## src/sv/sbspc_pkg.sv

```systemverilog
`timescale 1ns / 1ps
// ---------------------------------------------------------------------------
// Servo bus status packet checker package
// Sizes, framing constants and result status codes shared by the block.
// ---------------------------------------------------------------------------
package sbspc_pkg;

  // Parameter buffer depth and derived widths
  localparam int MAX_PARAMS = 32;
  localparam int PARAM_AW   = (MAX_PARAMS > 1) ? $clog2(MAX_PARAMS) : 1;
  localparam int CNT_W      = $clog2(MAX_PARAMS + 1);

  // Fixed field widths
  localparam int BYTE_W   = 8;
  localparam int INDEX_W  = 5;
  localparam int COUNT_W  = 6;
  localparam int STATUS_W = 3;

  // Framing
  localparam logic [BYTE_W-1:0] HDR_BYTE     = 8'hFF;
  localparam logic [BYTE_W-1:0] LEN_OVERHEAD = 8'd2;
  localparam logic [BYTE_W-1:0] ID_RESET     = 8'd1;

  // Result status codes
  localparam logic [STATUS_W-1:0] ST_OK       = 3'd0;
  localparam logic [STATUS_W-1:0] ST_HEADER   = 3'd1;
  localparam logic [STATUS_W-1:0] ST_ID       = 3'd2;
  localparam logic [STATUS_W-1:0] ST_LENLOW   = 3'd3;
  localparam logic [STATUS_W-1:0] ST_LONG     = 3'd4;
  localparam logic [STATUS_W-1:0] ST_CHECKSUM = 3'd5;
  localparam logic [STATUS_W-1:0] ST_SHORT    = 3'd6;

endpackage

```

## src/sv/sbspc_in_if.sv

```systemverilog
`timescale 1ns / 1ps
// ---------------------------------------------------------------------------
// Receive byte channel
// Valid/ready channel carrying one received byte and its window flags.
// ---------------------------------------------------------------------------
interface sbspc_in_if;
  logic       valid;
  logic       ready;
  logic [7:0] rx_byte;
  logic       start_req;
  logic       window_end;

  modport source (output valid, output rx_byte, output start_req,
                  output window_end, input ready);
  modport sink   (input valid, input rx_byte, input start_req,
                  input window_end, output ready);
endinterface

```

## src/sv/sbspc_out_if.sv

```systemverilog
`timescale 1ns / 1ps
// ---------------------------------------------------------------------------
// Result channel
// Valid/ready channel carrying one parsed parameter or status item.
// ---------------------------------------------------------------------------
interface sbspc_out_if;
  logic       valid;
  logic       ready;
  logic [7:0] param_byte;
  logic [4:0] param_index;
  logic [5:0] param_count;
  logic [7:0] servo_error;
  logic [2:0] status;
  logic       has_param;
  logic       last;

  modport source (output valid, output param_byte, output param_index,
                  output param_count, output servo_error, output status,
                  output has_param, output last, input ready);
  modport sink   (input valid, input param_byte, input param_index,
                  input param_count, input servo_error, input status,
                  input has_param, input last, output ready);
endinterface

```

## src/sv/sbspc_ram.sv

```systemverilog
`timescale 1ns / 1ps
// ---------------------------------------------------------------------------
// Generic simple dual-port RAM
// One write port, one read port, read data registered.
// ---------------------------------------------------------------------------
module sbspc_ram #(
  parameter int WIDTH = 8,
  parameter int DEPTH = 32,
  parameter int AW    = (DEPTH > 1) ? $clog2(DEPTH) : 1
) (
  input  logic             clk_i,
  input  logic             we_i,
  input  logic [AW-1:0]    waddr_i,
  input  logic [WIDTH-1:0] wdata_i,
  input  logic             re_i,
  input  logic [AW-1:0]    raddr_i,
  output logic [WIDTH-1:0] rdata_o
);

  logic [WIDTH-1:0] mem [DEPTH];
  logic [WIDTH-1:0] rdata_q;

  // Write port
  always_ff @(posedge clk_i) begin
    if (we_i) begin
      mem[waddr_i] <= wdata_i;
    end
  end

  // Registered read, holds when not enabled
  always_ff @(posedge clk_i) begin
    if (re_i) begin
      rdata_q <= mem[raddr_i];
    end
  end

  assign rdata_o = rdata_q;

endmodule

```

## src/sv/servo_bus_status_packet_checker_unit.sv

```systemverilog
`timescale 1ns / 1ps
// ---------------------------------------------------------------------------
// Servo bus status packet checker
// Parses status packets byte by byte, buffers parameters in a RAM and
// emits them once the checksum has been verified.
// ---------------------------------------------------------------------------
//  channel   dir  handshake        content
//  rx_i      in   valid/ready      rx_byte, start_req, window_end
//  res_o     out  valid/ready      param/status item
//  cfg       in   cfg_we_i         expected_id
//
//  One input item per cycle while parsing; no result item lost on stall.
//  A good checksum with N parameters holds rx_i.ready low while the N items
//  stream out of the parameter RAM, one per cycle while res_o takes them, through
//  the single RAM read port with its registered read data.
//  Reset clears the parser state; the parameter RAM needs no clearing.
//  res_o is a registered output; stalls there stall the input side.
// ---------------------------------------------------------------------------
module servo_bus_status_packet_checker_unit (
  input  logic                  clk_i,
  input  logic                  rst_ni,
  input  logic                  cfg_we_i,
  input  logic [sbspc_pkg::BYTE_W-1:0] cfg_wdata_i,
  sbspc_in_if.sink              rx_i,
  sbspc_out_if.source           res_o
);
  import sbspc_pkg::*;

  // Parser phases
  localparam logic [2:0] PH_HDR1  = 3'd0;
  localparam logic [2:0] PH_HDR2  = 3'd1;
  localparam logic [2:0] PH_ID    = 3'd2;
  localparam logic [2:0] PH_LEN   = 3'd3;
  localparam logic [2:0] PH_ERR   = 3'd4;
  localparam logic [2:0] PH_PARAM = 3'd5;
  localparam logic [2:0] PH_CHK   = 3'd6;

  logic [BYTE_W-1:0] exp_id_q;
  logic [2:0]        phase_q, phase_d;
  logic [CNT_W-1:0]  seen_q, seen_d;
  logic [BYTE_W-1:0] sum_q, sum_d;
  logic [CNT_W-1:0]  nparam_q, nparam_d;
  logic [BYTE_W-1:0] err_q, err_d;
  logic              fin_q, fin_d;

  // Emission control
  logic              emit_q, emit_d;
  logic [CNT_W-1:0]  iss_q, iss_d;
  logic              pend_q, pend_d;
  logic [CNT_W-1:0]  pidx_q, pidx_d;

  // Output register
  logic                out_v_q, out_v_d;
  logic [BYTE_W-1:0]   o_byte_q, o_byte_d;
  logic [INDEX_W-1:0]  o_idx_q, o_idx_d;
  logic [COUNT_W-1:0]  o_cnt_q, o_cnt_d;
  logic [BYTE_W-1:0]   o_err_q, o_err_d;
  logic [STATUS_W-1:0] o_st_q, o_st_d;
  logic                o_hasp_q, o_hasp_d;
  logic                o_last_q, o_last_d;

  // RAM ports
  logic                ram_we, ram_re;
  logic [PARAM_AW-1:0] ram_waddr, ram_raddr;
  logic [BYTE_W-1:0]   ram_rdata;

  logic              can_load, acc, load, issue, pend_last;
  logic [2:0]        ph_e;
  logic [CNT_W-1:0]  seen_e, nparam_e, seen_inc;
  logic [BYTE_W-1:0] sum_e, b, len_m2;
  logic              fin_e;
  logic              res_v;
  logic [STATUS_W-1:0] res_st;
  logic              res_ok;

  assign can_load = !out_v_q || res_o.ready;
  assign rx_i.ready = !emit_q && can_load;
  assign acc = rx_i.valid && rx_i.ready;
  assign load = pend_q && can_load;
  assign issue = emit_q && (iss_q < nparam_q) && (!pend_q || load);
  assign pend_last = (pidx_q + CNT_W'(1)) == nparam_q;

  // Configuration register
  always_ff @(posedge clk_i or negedge rst_ni) begin
    if (!rst_ni) begin
      exp_id_q <= ID_RESET;
    end else if (cfg_we_i) begin
      exp_id_q <= cfg_wdata_i;
    end
  end

  // Parser step on an accepted item
  always_comb begin
    b        = rx_i.rx_byte;
    ph_e     = rx_i.start_req ? PH_HDR1 : phase_q;
    seen_e   = rx_i.start_req ? '0 : seen_q;
    sum_e    = rx_i.start_req ? '0 : sum_q;
    nparam_e = rx_i.start_req ? '0 : nparam_q;
    fin_e    = rx_i.start_req ? 1'b0 : fin_q;
    err_d    = rx_i.start_req ? '0 : err_q;
    len_m2   = b - LEN_OVERHEAD;
    seen_inc = seen_e + CNT_W'(1);

    phase_d  = ph_e;
    seen_d   = seen_e;
    sum_d    = sum_e;
    nparam_d = nparam_e;
    fin_d    = fin_e;
    res_v    = 1'b0;
    res_st   = ST_OK;
    res_ok   = 1'b0;
    ram_we   = 1'b0;
    ram_waddr = seen_e[PARAM_AW-1:0];
    emit_d   = emit_q;
    iss_d    = iss_q;

    if (!acc) begin
      phase_d  = phase_q;
      seen_d   = seen_q;
      sum_d    = sum_q;
      nparam_d = nparam_q;
      fin_d    = fin_q;
      err_d    = err_q;
    end else if (!fin_e) begin
      if (rx_i.window_end) begin
        fin_d  = 1'b1;
        res_v  = 1'b1;
        res_st = ST_SHORT;
      end else begin
        unique case (ph_e)
          PH_HDR1: begin
            if (b != HDR_BYTE) begin
              fin_d = 1'b1; res_v = 1'b1; res_st = ST_HEADER;
            end else begin
              phase_d = PH_HDR2;
            end
          end
          PH_HDR2: begin
            if (b != HDR_BYTE) begin
              fin_d = 1'b1; res_v = 1'b1; res_st = ST_HEADER;
            end else begin
              phase_d = PH_ID;
            end
          end
          PH_ID: begin
            if (b != exp_id_q) begin
              fin_d = 1'b1; res_v = 1'b1; res_st = ST_ID;
            end else begin
              sum_d   = sum_e + b;
              phase_d = PH_LEN;
            end
          end
          PH_LEN: begin
            if (b < LEN_OVERHEAD) begin
              fin_d = 1'b1; res_v = 1'b1; res_st = ST_LENLOW;
            end else if (32'(len_m2) > MAX_PARAMS) begin
              fin_d = 1'b1; res_v = 1'b1; res_st = ST_LONG;
            end else begin
              nparam_d = CNT_W'(len_m2);
              sum_d    = sum_e + b;
              phase_d  = PH_ERR;
            end
          end
          PH_ERR: begin
            err_d   = b;
            sum_d   = sum_e + b;
            seen_d  = '0;
            phase_d = (nparam_e == '0) ? PH_CHK : PH_PARAM;
          end
          PH_PARAM: begin
            ram_we  = 1'b1;
            sum_d   = sum_e + b;
            seen_d  = seen_inc;
            if (seen_inc >= nparam_e) begin
              phase_d = PH_CHK;
            end
          end
          PH_CHK: begin
            fin_d = 1'b1;
            if (~sum_e != b) begin
              res_v = 1'b1; res_st = ST_CHECKSUM;
            end else if (nparam_e == '0) begin
              res_v = 1'b1; res_ok = 1'b1;
            end else begin
              emit_d = 1'b1;
              iss_d  = '0;
            end
          end
          default: begin
            fin_d = 1'b1; res_v = 1'b1; res_st = ST_HEADER;
          end
        endcase
      end
    end

    // Parameter burst from the RAM
    if (issue) begin
      iss_d = iss_q + CNT_W'(1);
    end
    if (load && pend_last) begin
      emit_d = 1'b0;
    end
  end

  assign ram_re    = issue;
  assign ram_raddr = iss_q[PARAM_AW-1:0];
  assign pend_d    = issue ? 1'b1 : (load ? 1'b0 : pend_q);
  assign pidx_d    = issue ? iss_q : pidx_q;

  // Output register load
  always_comb begin
    out_v_d   = out_v_q;
    o_byte_d  = o_byte_q;
    o_idx_d   = o_idx_q;
    o_cnt_d   = o_cnt_q;
    o_err_d   = o_err_q;
    o_st_d    = o_st_q;
    o_hasp_d  = o_hasp_q;
    o_last_d  = o_last_q;
    if (can_load) begin
      out_v_d = res_v || load;
      if (load) begin
        o_byte_d = ram_rdata;
        o_idx_d  = pidx_q[INDEX_W-1:0];
        o_cnt_d  = COUNT_W'(nparam_q);
        o_err_d  = err_q;
        o_st_d   = ST_OK;
        o_hasp_d = 1'b1;
        o_last_d = pend_last;
      end else begin
        o_byte_d = '0;
        o_idx_d  = '0;
        o_cnt_d  = '0;
        o_err_d  = res_ok ? err_d : '0;
        o_st_d   = res_st;
        o_hasp_d = 1'b0;
        o_last_d = 1'b1;
      end
    end
  end

  // Control state
  always_ff @(posedge clk_i or negedge rst_ni) begin
    if (!rst_ni) begin
      phase_q  <= PH_HDR1;
      seen_q   <= '0;
      sum_q    <= '0;
      nparam_q <= '0;
      err_q    <= '0;
      fin_q    <= 1'b0;
      emit_q   <= 1'b0;
      iss_q    <= '0;
      pend_q   <= 1'b0;
      pidx_q   <= '0;
      out_v_q  <= 1'b0;
    end else begin
      phase_q  <= phase_d;
      seen_q   <= seen_d;
      sum_q    <= sum_d;
      nparam_q <= nparam_d;
      err_q    <= err_d;
      fin_q    <= fin_d;
      emit_q   <= emit_d;
      iss_q    <= iss_d;
      pend_q   <= pend_d;
      pidx_q   <= pidx_d;
      out_v_q  <= out_v_d;
    end
  end

  // Output payload
  always_ff @(posedge clk_i) begin
    o_byte_q <= o_byte_d;
    o_idx_q  <= o_idx_d;
    o_cnt_q  <= o_cnt_d;
    o_err_q  <= o_err_d;
    o_st_q   <= o_st_d;
    o_hasp_q <= o_hasp_d;
    o_last_q <= o_last_d;
  end

  // Parameter store
  sbspc_ram #(
    .WIDTH (BYTE_W),
    .DEPTH (MAX_PARAMS),
    .AW    (PARAM_AW)
  ) u_param_ram (
    .clk_i   (clk_i),
    .we_i    (ram_we),
    .waddr_i (ram_waddr),
    .wdata_i (b),
    .re_i    (ram_re),
    .raddr_i (ram_raddr),
    .rdata_o (ram_rdata)
  );

  assign res_o.valid       = out_v_q;
  assign res_o.param_byte  = o_byte_q;
  assign res_o.param_index = o_idx_q;
  assign res_o.param_count = o_cnt_q;
  assign res_o.servo_error = o_err_q;
  assign res_o.status      = o_st_q;
  assign res_o.has_param   = o_hasp_q;
  assign res_o.last        = o_last_q;

  // Checks
  a_no_rx_during_burst : assert property (@(posedge clk_i) disable iff (!rst_ni)
    emit_q |-> !rx_i.ready)
    else $error("input taken during parameter burst");

  a_status_only_last : assert property (@(posedge clk_i) disable iff (!rst_ni)
    (res_o.valid && !res_o.has_param) |-> res_o.last)
    else $error("status item not marked last");

  a_param_ok : assert property (@(posedge clk_i) disable iff (!rst_ni)
    (res_o.valid && res_o.has_param) |-> (res_o.status == ST_OK))
    else $error("parameter item with error status");

  a_last_index : assert property (@(posedge clk_i) disable iff (!rst_ni)
    (res_o.valid && res_o.has_param && res_o.last) |->
      (res_o.param_index == INDEX_W'(res_o.param_count - COUNT_W'(1))))
    else $error("last parameter index does not match count");

endmodule

```

## src/flat_wrapper.sv

```systemverilog
// flat-port wrapper written by rule: the top's interface ports become plain ports
module servo_bus_status_packet_checker_unit_flat import sbspc_pkg::*;
  (clk_i, rst_ni, cfg_we_i, cfg_wdata_i, rx_i_valid, rx_i_rx_byte, rx_i_start_req, rx_i_window_end, rx_i_ready, res_o_valid, res_o_param_byte, res_o_param_index, res_o_param_count, res_o_servo_error, res_o_status, res_o_has_param, res_o_last, res_o_ready);
  sbspc_in_if rx_i_i ();
  sbspc_out_if res_o_i ();
  input  logic clk_i;
  input  logic rst_ni;
  input  logic cfg_we_i;
  input  logic [sbspc_pkg::BYTE_W-1:0] cfg_wdata_i;
  input wire logic [$bits(rx_i_i.valid)-1:0] rx_i_valid;
  input wire logic [$bits(rx_i_i.rx_byte)-1:0] rx_i_rx_byte;
  input wire logic [$bits(rx_i_i.start_req)-1:0] rx_i_start_req;
  input wire logic [$bits(rx_i_i.window_end)-1:0] rx_i_window_end;
  output wire logic [$bits(rx_i_i.ready)-1:0] rx_i_ready;
  output wire logic [$bits(res_o_i.valid)-1:0] res_o_valid;
  output wire logic [$bits(res_o_i.param_byte)-1:0] res_o_param_byte;
  output wire logic [$bits(res_o_i.param_index)-1:0] res_o_param_index;
  output wire logic [$bits(res_o_i.param_count)-1:0] res_o_param_count;
  output wire logic [$bits(res_o_i.servo_error)-1:0] res_o_servo_error;
  output wire logic [$bits(res_o_i.status)-1:0] res_o_status;
  output wire logic [$bits(res_o_i.has_param)-1:0] res_o_has_param;
  output wire logic [$bits(res_o_i.last)-1:0] res_o_last;
  input wire logic [$bits(res_o_i.ready)-1:0] res_o_ready;
  assign rx_i_i.valid = rx_i_valid;
  assign rx_i_i.rx_byte = rx_i_rx_byte;
  assign rx_i_i.start_req = rx_i_start_req;
  assign rx_i_i.window_end = rx_i_window_end;
  assign rx_i_ready = rx_i_i.ready;
  assign res_o_valid = res_o_i.valid;
  assign res_o_param_byte = res_o_i.param_byte;
  assign res_o_param_index = res_o_i.param_index;
  assign res_o_param_count = res_o_i.param_count;
  assign res_o_servo_error = res_o_i.servo_error;
  assign res_o_status = res_o_i.status;
  assign res_o_has_param = res_o_i.has_param;
  assign res_o_last = res_o_i.last;
  assign res_o_i.ready = res_o_ready;
  servo_bus_status_packet_checker_unit u_core (.clk_i(clk_i), .rst_ni(rst_ni), .cfg_we_i(cfg_we_i), .cfg_wdata_i(cfg_wdata_i), .rx_i(rx_i_i), .res_o(res_o_i));
endmodule
```

## config.mk

```make
export PLATFORM = sky130hd
export DESIGN_NAME = servo_bus_status_packet_checker_unit_flat
export DESIGN_NICKNAME = d
export VERILOG_FILES = /design/src/sv/sbspc_pkg.sv /design/src/sv/sbspc_in_if.sv /design/src/sv/sbspc_out_if.sv /design/src/sv/sbspc_ram.sv /design/src/sv/servo_bus_status_packet_checker_unit.sv /design/src/flat_wrapper.sv
export SDC_FILE = /design/constraint.sdc
export NUM_CORES = 1
export LEC_CHECK = 0
export ABC_CLOCK_PERIOD_IN_PS = 3700
export CELL_PAD_IN_SITES_DETAIL_PLACEMENT = 2
export CELL_PAD_IN_SITES_GLOBAL_PLACEMENT = 2
export CORE_ASPECT_RATIO = 0.9
export CORE_MARGIN = 4
export CORE_UTILIZATION = 48
export CTS_CLUSTER_DIAMETER = 30
export DETAILED_ROUTE_END_ITERATION = 8
export DONT_BUFFER_PORTS = 1
export GPL_TIMING_DRIVEN = 0
export PLACE_DENSITY = 0.86
export SLEW_MARGIN = 25
export SYNTH_ARGS = -nofsm -noshare
export SYNTH_HDL_FRONTEND = slang
export SYNTH_SLANG_ARGS = --single-unit
```

## constraint.sdc

```tcl
create_clock -name clk_i -period 3.7 [get_ports clk_i]
set_clock_uncertainty 0.05 [all_clocks]
set_input_delay 0.185 -clock clk_i [delete_from_list [all_inputs] [get_ports clk_i]]
set_output_delay 0.185 -clock clk_i [all_outputs]
set_load 0.05 [all_outputs]
```

==> run summary, run 1 <==
Non-filler cells in the finished layout: 1495
Clk root buf: clkbuf_16
Status: finished clean
Synthesized area: 15110 sq um
Startpoint Class: flop
First-pass GRT wire length: 93840 microns
DR WL/cell: 44.64 microns
Fillers: 2517
Slew @ Worst Pin: 1197 ps
Die Width: 195.0 microns
Syn nets: 952
Compound-cell area share of the yosys netlist: 5.135%
Cell count after synthesis: 905
Worst reg2reg endpoint: u_core.u_param_ram.rdata_o[4]$_DFFE_PP_
Core Rows: 61
Initial antenna violation count: 2
DR DRC count: 0
Top-area cell type share of the netlist area: 58.84%
Port buffer count: 0
Top post-synthesis cells by area: edfxtp_1, mux4_2, dfrtp_1
Sequential Power Share: 37.2%
All-layer global routing usage: 38.88%
Total global routing overflow: 0
CTS max path bufs: 3
FF-to-FF Start: u_core.iss_q[1]$_DFFE_PN0P_
Hold Fails Final Rpt: 0
Leakage dissipation: 6.627 nW
Power, Total: 11.56 mW
Final Cycle Share: 96.76%
Post-layout min period: 3580 ps
Main combinational cell family by area after synthesis: multiplexers
Max_cap viols: 0
Layout cell share with drive strength beyond 1: 29.22%
Critical Path Source: u_core.iss_q[1]$_DFFE_PN0P_
Yosys reg bits: 351
Switching share of power: 24.38%
Slew Limit Fails: 0
Post-synth top cells: edfxtp_1, mux4_2, nor2_1
Starting Density: 48.75%
TritonCTS clock tree: built
Worst-path fanout max: 10
CP required: 3980 ps
CTS buffer count: 74
Post-DP Area: 15650 sq um
Setup TNS: 0 ps
Full die area: 34380 sq um
Area leader, netlist: edfxtp_1
Max Fclk: 279.3 MHz
Internal power: 8.742 mW
Synth Area in Adders: 2.038%
Simple-gate area share of the yosys netlist: 7.720%
Most common cell in the netlist: edfxtp_1
FF-to-FF path depth: 6
Critical path endpoint: u_core.u_param_ram.rdata_o[4]$_DFFE_PP_
Final setup viols: 0
Comb pwr share: 2.0%
DRT Pass-1 Iters: 6
HPWL after DPL: 30980 microns
Synth Flop Type: edfxtp_1
Worst setup EP type: flop
ANT nets after route: 0
Worst min path class: primary input to flop
Final nets: 1072
Clock share of power: 60.8%
Xor/xnor share of the synthesized area: 1.681%
Largest net degree at the start of global routing: 56
Net Sw Power: 2.818 mW
Core Region: 30990 sq um
Via/cell ratio: 7.168
Worst-Skew Late Latency: 600 ps
Mean post-synth cell area: 16.69 sq um
WHS: 22.67 ps
RSZ-0062 raised after global routing: false
Sequential fraction of the synthesis area: 67.96%
Setup CP Type: flop to flop
Final instance area: 19020 sq um
Placed Cells: 1315
Reg clk slew, reported paths: 60 ps
Slew Limit Headroom: 19.13%
Via count: 10720
Reg2reg setup slack: 120 ps
Mux contribution to synthesized area: 13.57%
Clock sink count: 351
Power Density: 607.7 nW/um^2
Warnings from Yosys: 0
Number of DRC markers in iteration 0: 1717
Asr flop ratio synth: 15.67%
GP Congestion: 0.8366
IO Pins: 57
CTS H-tree depth: 3
Max IR drop VDD: 0.3528 mV
Unique masters post-synth: 63
Area Growth Syn to Fin: 25.93%
Number of flops mapped to enable cells by yosys: 296
Wirelength, routed: 66730 microns
Die Y: 176.3 microns
Arrival time worst endpoint: 3860 ps
Vias in the first global route: 11360
cells by family (layout without fill, tap and decap cells):
logic type	Yosys count	count (layout)
compound gates	106	106
xor+xnor	29	29
fa+ha+maj	24	24
buf+inv	72	252
flops	351	351
mux	102	102
other cells	0	1
simple gates	221	221
timing repair:
item	4_1_cts	5_1_grt
endpoints found under the setup margin	265	64
gates resized for setup	70	5
endpoints found under the hold margin	328	0
hold buffers	27	0
pin swaps	11	0
setup buffers	15	1
metrics by stage:
step | setup WS, ps | utilization, %
final | 119.9 | 61.39
after global routing | 27.44 | 61.38
after CTS | 24.63 | 61.25
after detailed placement | -1149 | 50.49
after global placement | -978.0 | 50.40
after floorplan | 588.1 | -
worst max-delay path, stage by stage (launching register included):
cell,delay (ps)
dfrtp_1,400
clkbuf_1,310
clkbuf_1,590
clkbuf_1,670
mux4_2,470
mux4_2,510
mux2_2,310
area by class of cell:
class                   count  area [sq um]  area share (%)
repair buffers             44         628.1           3.302
well taps                 409         511.7           2.690
clock buffers              88          1967           10.34
inverters                  21         78.83          0.4144
clock inverters            48         513.0           2.697
multi-input cells         482          4837           25.43
plain buffers              51         217.7           1.145
diodes                      1         2.502         0.01316
flip-flops and latches    351         10270           53.97
state kept, by name, summed over array words and instances, names as in the netlist:
signal / count
u_core.exp_id_q: 8
u_core.res_o.status: 3
u_core.pidx_q: 6
u_core.fin_q: 1
u_core.res_o.param_byte: 8
u_core.seen_q: 6
u_core.emit_q: 1
u_core.res_o.valid: 1
u_core.pend_q: 1
u_core.iss_q: 6
u_core.res_o.servo_error: 8
u_core.sum_q: 8
u_core.res_o.param_count: 6
u_core.res_o.last: 1
u_core.err_q: 8
u_core.res_o.has_param: 1
u_core.phase_q: 3
u_core.res_o.param_index: 5
u_core.nparam_q: 6
u_core.u_param_ram.rdata_o: 8
u_core.u_param_ram.mem: 256
per-layer routing:
metal	up-vias	share of wire, %	track usage (%)
met2	936	49	64.27
met5	-	0.040	0
met1	5688	37	49.67
met3	239	9.1	8.262
li1	3849	-	-
met4	4	5.6	18.38
power groups by stage:
stage | clock network [mW] | registers [mW] | logic (mW)
2_1_floorplan | 0 | 4.38 | 0.0660
3_3_place_gp | 0 | 4.38 | 0.0851
3_5_place_dp | 0 | 4.38 | 0.0921
4_1_cts | 6.83 | 4.30 | 0.212
5_1_grt | 7.23 | 4.30 | 0.236
6_report | 7.03 | 4.30 | 0.228
placed cells by master (no fill, tap or decap), types with 9 or more instances in the layout:
| master | n |
|---|---|
| clkinv_2 | 17 |
| nor2_4 | 32 |
| edfxtp_1 | 296 |
| ha_1 | 23 |
| inv_1 | 20 |
| xor2_1 | 16 |
| and3_1 | 25 |
| nor2_1 | 24 |
| clkbuf_1 | 44 |
| mux2_2 | 22 |
| xnor2_1 | 13 |
| clkinvlp_4 | 9 |
| dlygate4sd3_1 | 18 |
| nor2b_1 | 22 |
| mux4_2 | 80 |
| a22o_1 | 20 |
| clkbuf_16 | 76 |
| nand2_1 | 38 |
| o211ai_1 | 9 |
| nand3_1 | 17 |
| buf_12 | 17 |
| dfrtp_1 | 54 |
| o21ai_0 | 14 |
| nand2b_1 | 10 |
| a21oi_1 | 15 |
worst min-delay path by stage:
stage / from / slack (ps) / cells past startpoint / end
6_report: rx_i_rx_byte[4] / 20 / 3 / u_core.sum_q[4]$_DFFE_PN0P_
5_1_grt: rx_i_rx_byte[4] / 50 / 3 / u_core.sum_q[4]$_DFFE_PN0P_
3_3_place_gp: rst_ni / -160 / 0 / u_core.iss_q[5]$_DFFE_PN0P_
3_5_place_dp: rst_ni / -160 / 0 / u_core.pidx_q[0]$_DFFE_PN0P_
2_1_floorplan: rst_ni / -160 / 0 / u_core.emit_q$_DFFE_PN0P_
4_1_cts: rx_i_rx_byte[4] / 10 / 3 / u_core.sum_q[4]$_DFFE_PN0P_
(Power assumes the default switching activity.)
==> run 2, diff against run 1 <==
BUFFER_PORTS_ARGS = -buffer_cell sky130_fd_sc_hd__buf_2   (was default)
CORE_UTILIZATION = 47   (was 48)
DONT_BUFFER_PORTS = default   (was 1)
PLACE_DENSITY = 0.87   (was 0.86)
==> run summary, run 2 (synthesized netlist as in run 1, its figures left out) <==
Worst reg2reg endpoint: u_core.u_param_ram.rdata_o[2]$_DFFE_PP_
# diodes: 0
Hold Path Origin: res_o_ready
CTS H-tree depth: 3
Starting Density: 48.27%
HPWL after DPL: 32290 microns
WHS: 73.25 ps
DR WL/cell: 43.33 microns
Worst-Skew Late Latency: 600 ps
Setup CP Type: flop to flop
Worst Hold End: u_core.pend_q$_DFFE_PN0P_
Number of DRC markers in iteration 0: 1566
Core Rows: 61
Slowest CP cell: clkbuf_1
Biggest register: u_core.u_param_ram.mem
Commonest non-fill, non-tap cells in the layout: edfxtp_1, mux4_2, clkbuf_16, buf_2, dfrtp_1
First-pass GRT wire length: 93020 microns
Arrival time worst endpoint: 4020 ps
IO Pins: 57
WHS Path Cells: 4
Clk root buf: clkbuf_16
Slew @ Worst Pin: 1145 ps
Vias in the first global route: 11510
Wirelength, routed: 66120 microns
PnR worst setup slack: -53.40 ps
CTS buffer count: 73
CTS max path bufs: 3
Port buffer count: 53
Full die area: 35080 sq um
DR DRC count: 0
Pre-CTS setup slack: -940.9 ps
Setup TNS: -63.49 ps
Final setup viols: 2
Slew Limit Fails: 0
Max IR drop VDD: 0.5948 mV
FF-to-FF Start: u_core.iss_q[1]$_DFFE_PN0P_
Initial antenna violation count: 4
Slew Limit Headroom: 23.66%
Layout cell share with drive strength beyond 1: 32.23%
Failing checks: negative setup slack
Area Growth Syn to Fin: 25.51%
Total global routing overflow: 0
All-layer global routing usage: 38.07%
Most used cell along the critical path: clkbuf_1
Startpoint Class: flop
Largest net degree at the start of global routing: 56
Final nets: 1105
Worst setup EP type: flop
Worst min path class: primary input to flop
Critical path cell sequence: clkbuf_1, clkbuf_1, clkbuf_1, mux4_2, mux4_2, mux2_2
Power Density: 603.3 nW/um^2
Post-layout min period: 3753 ps
GP Congestion: 0.8260
Via/cell ratio: 7.043
Worst-path fanout max: 10
TritonCTS clock tree: built
FF-to-FF path depth: 6
Core Region: 31290 sq um
Leakage dissipation: 6.732 nW
Reg clk slew, reported paths: 50 ps
Die Y: 178.1 microns
Clock sink count: 351
CP max stage delay: 670 ps
ANT nets after route: 0
Hold Fails Final Rpt: 0
Power, Total: 11.44 mW
RSZ-0062 raised after global routing: false
Max Fclk: 266.4 MHz
Via count: 10750
Status: complete, but fails checks
Commonest non-fill, non-tap cell in the layout: edfxtp_1
DRT Pass-1 Iters: 6
Max reg flops: 256
Final Cycle Share: 101.4%
Max_cap viols: 0
CP required: 3970 ps
Reg2reg setup slack: -50 ps
Die Width: 197.0 microns
## run 2: cell count changes in the layout (fill, tap and decap cells not counted), sizes merged, moves of 2 or more
| cell | change |
|---|---|
| buf | +44 |
| dlygate4sd3 | -9 |
| clkinv | -5 |
| clkbuf | +2 |
| inv | +2 |
## run 2: power breakdown
part / internal [mW] / switching, mW
clock: 4.33 / 2.60
sequential: 4.30 / 0.00775
combinational: 0.0478 / 0.159
total: 8.67 / 2.77
## run 2: worst max-delay path: cells and delay by family, from the launching register on
| family | cells | cell delay, ps |
|---|---|---|
| flops | 1 | 440 |
| mux | 3 | 1320 |
| buf+inv | 3 | 1660 |
## run 2: final cells by class
type	count	area (sq um)
repair buffers	79	595.6
flip-flops and latches	351	10270
well taps	409	511.7
clock buffers	91	1986
inverters	21	78.83
plain buffers	50	212.7
clock inverters	43	465.4
multi-input cells	482	4843
fillers	2593	12330
## run 2: what timing repair did
| item | 4_1_cts | 5_1_grt |
|---|---|---|
| hold buffers | 9 | 0 |
| pin swaps | 9 | 2 |
| cloned | 0 | 0 |
| endpoints found under the setup margin | 275 | 146 |
| gates resized for setup | 73 | 1 |
| setup buffers | 14 | 2 |
| endpoints found under the hold margin | 62 | 0 |
## run 2: layer usage
metal	wire [microns]	up-vias	global-route usage, %
met2	32170	926	62.70
met3	5822	267	8.914
li1	-	3919	-
met5	24	-	0
met4	3863	4	19.06
met1	24240	5631	47.67
## run 2: metrics by stage
| stage | cell area [sq um] | cells | utilization [%] |
|---|---|---|---|
| after floorplan | 15110 | 905 | - |
| after global placement | 15880 | 1367 | 50.76 |
| after detailed placement | 15910 | 1368 | 50.86 |
| after CTS | 18920 | 1525 | 60.46 |
| after global routing | 18960 | 1526 | 60.59 |
| final | 18960 | 1526 | 60.59 |
## run 2: worst max path at each step
stage                                              start                                      end  slack, ps  cells past startpoint
after global routing         u_core.iss_q[1]$_DFFE_PN0P_  u_core.u_param_ram.rdata_o[2]$_DFFE_PP_          6                      6
after floorplan           u_core.res_o.valid$_DFFE_PN0N_   u_core.u_param_ram.mem[0][0]$_DFFE_PP_        590                      8
after global placement    u_core.res_o.valid$_DFFE_PN0N_  u_core.u_param_ram.mem[24][6]$_DFFE_PP_       -580                      8
after CTS                 u_core.res_o.valid$_DFFE_PN0N_  u_core.u_param_ram.mem[26][6]$_DFFE_PP_         30                      8
final                        u_core.iss_q[1]$_DFFE_PN0P_  u_core.u_param_ram.rdata_o[2]$_DFFE_PP_        -50                      6
after detailed placement  u_core.res_o.valid$_DFFE_PN0N_  u_core.u_param_ram.mem[24][6]$_DFFE_PP_       -940                      8
==> run 3, diff against run 2 <==
ABC_CLOCK_PERIOD_IN_PS = 3300   (was 3700)
CORE_UTILIZATION = 42   (was 47)
PLACE_DENSITY = 0.82   (was 0.87)
clock period = 3.3 ns   (was 3.7 ns; I/O delays follow)
==> run summary, run 3 (synthesized netlist as in run 1, its figures left out) <==
Startpoint Class: flop
Post-layout min period: 3204 ps
Max IR drop VDD: 0.3497 mV
Via count: 10380
IO Pins: 57
Area of the multi-input gates: 4866 sq um
Max Fclk: 312.1 MHz
Commonest non-fill, non-tap cell in the layout: edfxtp_1
Worst-path fanout max: 10
Initial antenna violation count: 2
Setup TNS: 0 ps
CTS buffer count: 78
FF-to-FF path depth: 6
Max_cap viols: 0
Die Width: 207.9 microns
TritonCTS clock tree: built
Slew @ Worst Pin: 1093 ps
Critical path endpoint: u_core.u_param_ram.rdata_o[2]$_DFFE_PP_
PnR worst setup slack: 96.25 ps
Worst-Skew Late Latency: 600 ps
Full die area: 39070 sq um
WHS: 37.54 ps
DR WL/cell: 37.67 microns
Layout cell share with drive strength beyond 1: 32.32%
Core Region: 35300 sq um
FF+latch area: 10270 sq um
Hold Fails Final Rpt: 0
DR DRC count: 0
Post-DP Area: 15990 sq um
Reg clk slew, reported paths: 50 ps
FF-to-FF Start: u_core.iss_q[1]$_DFFE_PN0P_
Die Y: 187.9 microns
CTS H-tree depth: 3
ANT nets after route: 0
Slew Limit Fails: 0
Vias in the first global route: 11140
Power, Total: 12.75 mW
Worst reg2reg endpoint: u_core.u_param_ram.rdata_o[2]$_DFFE_PP_
Non-filler cells in the finished layout: 1593
Worst min path class: primary input to flop
Final setup viols: 0
Clk root buf: clkbuf_16
Critical Path Source: u_core.iss_q[1]$_DFFE_PN0P_
Status: finished clean
Placed Cells: 1428
Area Growth Syn to Fin: 26.51%
GP Congestion: 0.8165
All-layer global routing usage: 30.62%
First-pass GRT wire length: 86970 microns
Commonest non-fill, non-tap cells in the layout: edfxtp_1, mux4_2, clkbuf_16, buf_2, dfrtp_1
Leakage dissipation: 6.788 nW
Pre-CTS setup slack: -1464 ps
Number of DRC markers in iteration 0: 1269
HPWL after DPL: 30050 microns
Arrival time worst endpoint: 3470 ps
Max reg flops: 256
RSZ-0062 raised after global routing: false
DRT Pass-1 Iters: 8
Worst setup EP type: flop
Setup CP Type: flop to flop
CP required: 3570 ps
Slew Limit Headroom: 27.11%
Wirelength, routed: 60010 microns
Biggest register: u_core.u_param_ram.mem
Final Cycle Share: 97.08%
Fillers: 3135
Utilization after layout: 54.14%
Total global routing overflow: 0
Final instance area: 19110 sq um
CTS max path bufs: 3
Starting Density: 42.80%
Clock sink count: 351
Core Rows: 65
Power Density: 667.0 nW/um^2
Port buffer count: 53
Final nets: 1111
Via/cell ratio: 6.519
Largest net degree at the start of global routing: 56
Reg2reg setup slack: 100 ps
[run 3: cell count changes in the layout (fill, tap and decap cells not counted), sizes merged]
cell | before | now
clkinv | 23 | 33
clkinvlp | 8 | 6
clkdlybuf4s15 | 0 | 4
inv | 26 | 23
buf | 79 | 81
diode | 0 | 1
clkbuf | 132 | 127
[run 3: power by group]
part           internal [mW]  switching, mW  total [mW]  leakage (nW)
Sequential              4.82        0.00921        4.83          3.50
Clock                   4.93           2.75        7.68          1.21
Combinational         0.0541          0.179       0.233          2.08
Total                   9.81           2.94        12.7          6.79
[run 3: timing repair]
item                                    4_1_cts  5_1_grt
endpoints found under the hold margin        62        0
buffers inserted                             14        2
gates cloned                                  0        0
hold buffers                                  9        0
endpoints found under the setup margin      297      266
pin swaps                                     8        1
gates resized for setup                      88       14
[run 3: metal layers]
| layer | vias up | track usage (%) | wire length, microns |
|---|---|---|---|
| met4 | 2 | 10.71 | 2290 |
| met2 | 687 | 50.78 | 29530 |
| met5 | - | 0 | 13 |
| met1 | 5578 | 40.02 | 23240 |
| li1 | 3934 | - | - |
| met3 | 183 | 7.126 | 4934 |
[run 3: cell type report]
| cell class | instances | share of cell area [%] |
|---|---|---|
| clock buffer | 91 | 10.63 |
| sequential | 351 | 53.73 |
| timing repair buffer | 79 | 2.999 |
| clock inverter | 48 | 2.363 |
| antenna | 1 | 0.01309 |
| multi-input combinational | 482 | 25.46 |
| tap | 469 | 3.071 |
| buffer | 51 | 1.323 |
| inverter | 21 | 0.4125 |
[run 3: how the worst min path moves through the flow]
stage               startpoint  slack (ps)  cells past startpoint                                       to
2_1_floorplan           rst_ni        -180                      0                u_core.emit_q$_DFFE_PN0P_
3_3_place_gp    cfg_wdata_i[1]         350                      2           u_core.exp_id_q[1]$_DFFE_PN0P_
6_report       rx_i_rx_byte[2]          40                      1  u_core.u_param_ram.mem[10][2]$_DFFE_PP_
5_1_grt        rx_i_rx_byte[2]          30                      1  u_core.u_param_ram.mem[10][2]$_DFFE_PP_
3_5_place_dp            rst_ni         260                      1                u_core.pend_q$_DFFE_PN0P_
4_1_cts            res_o_ready          20                      4                u_core.pend_q$_DFFE_PN0P_
[run 3: worst max-delay path, stage by stage (launching register included)]
cell      delay [ps]
dfrtp_1          410
clkbuf_1         390
clkbuf_2         410
buf_2            390
mux4_2           400
mux4_2           530
mux2_2           340
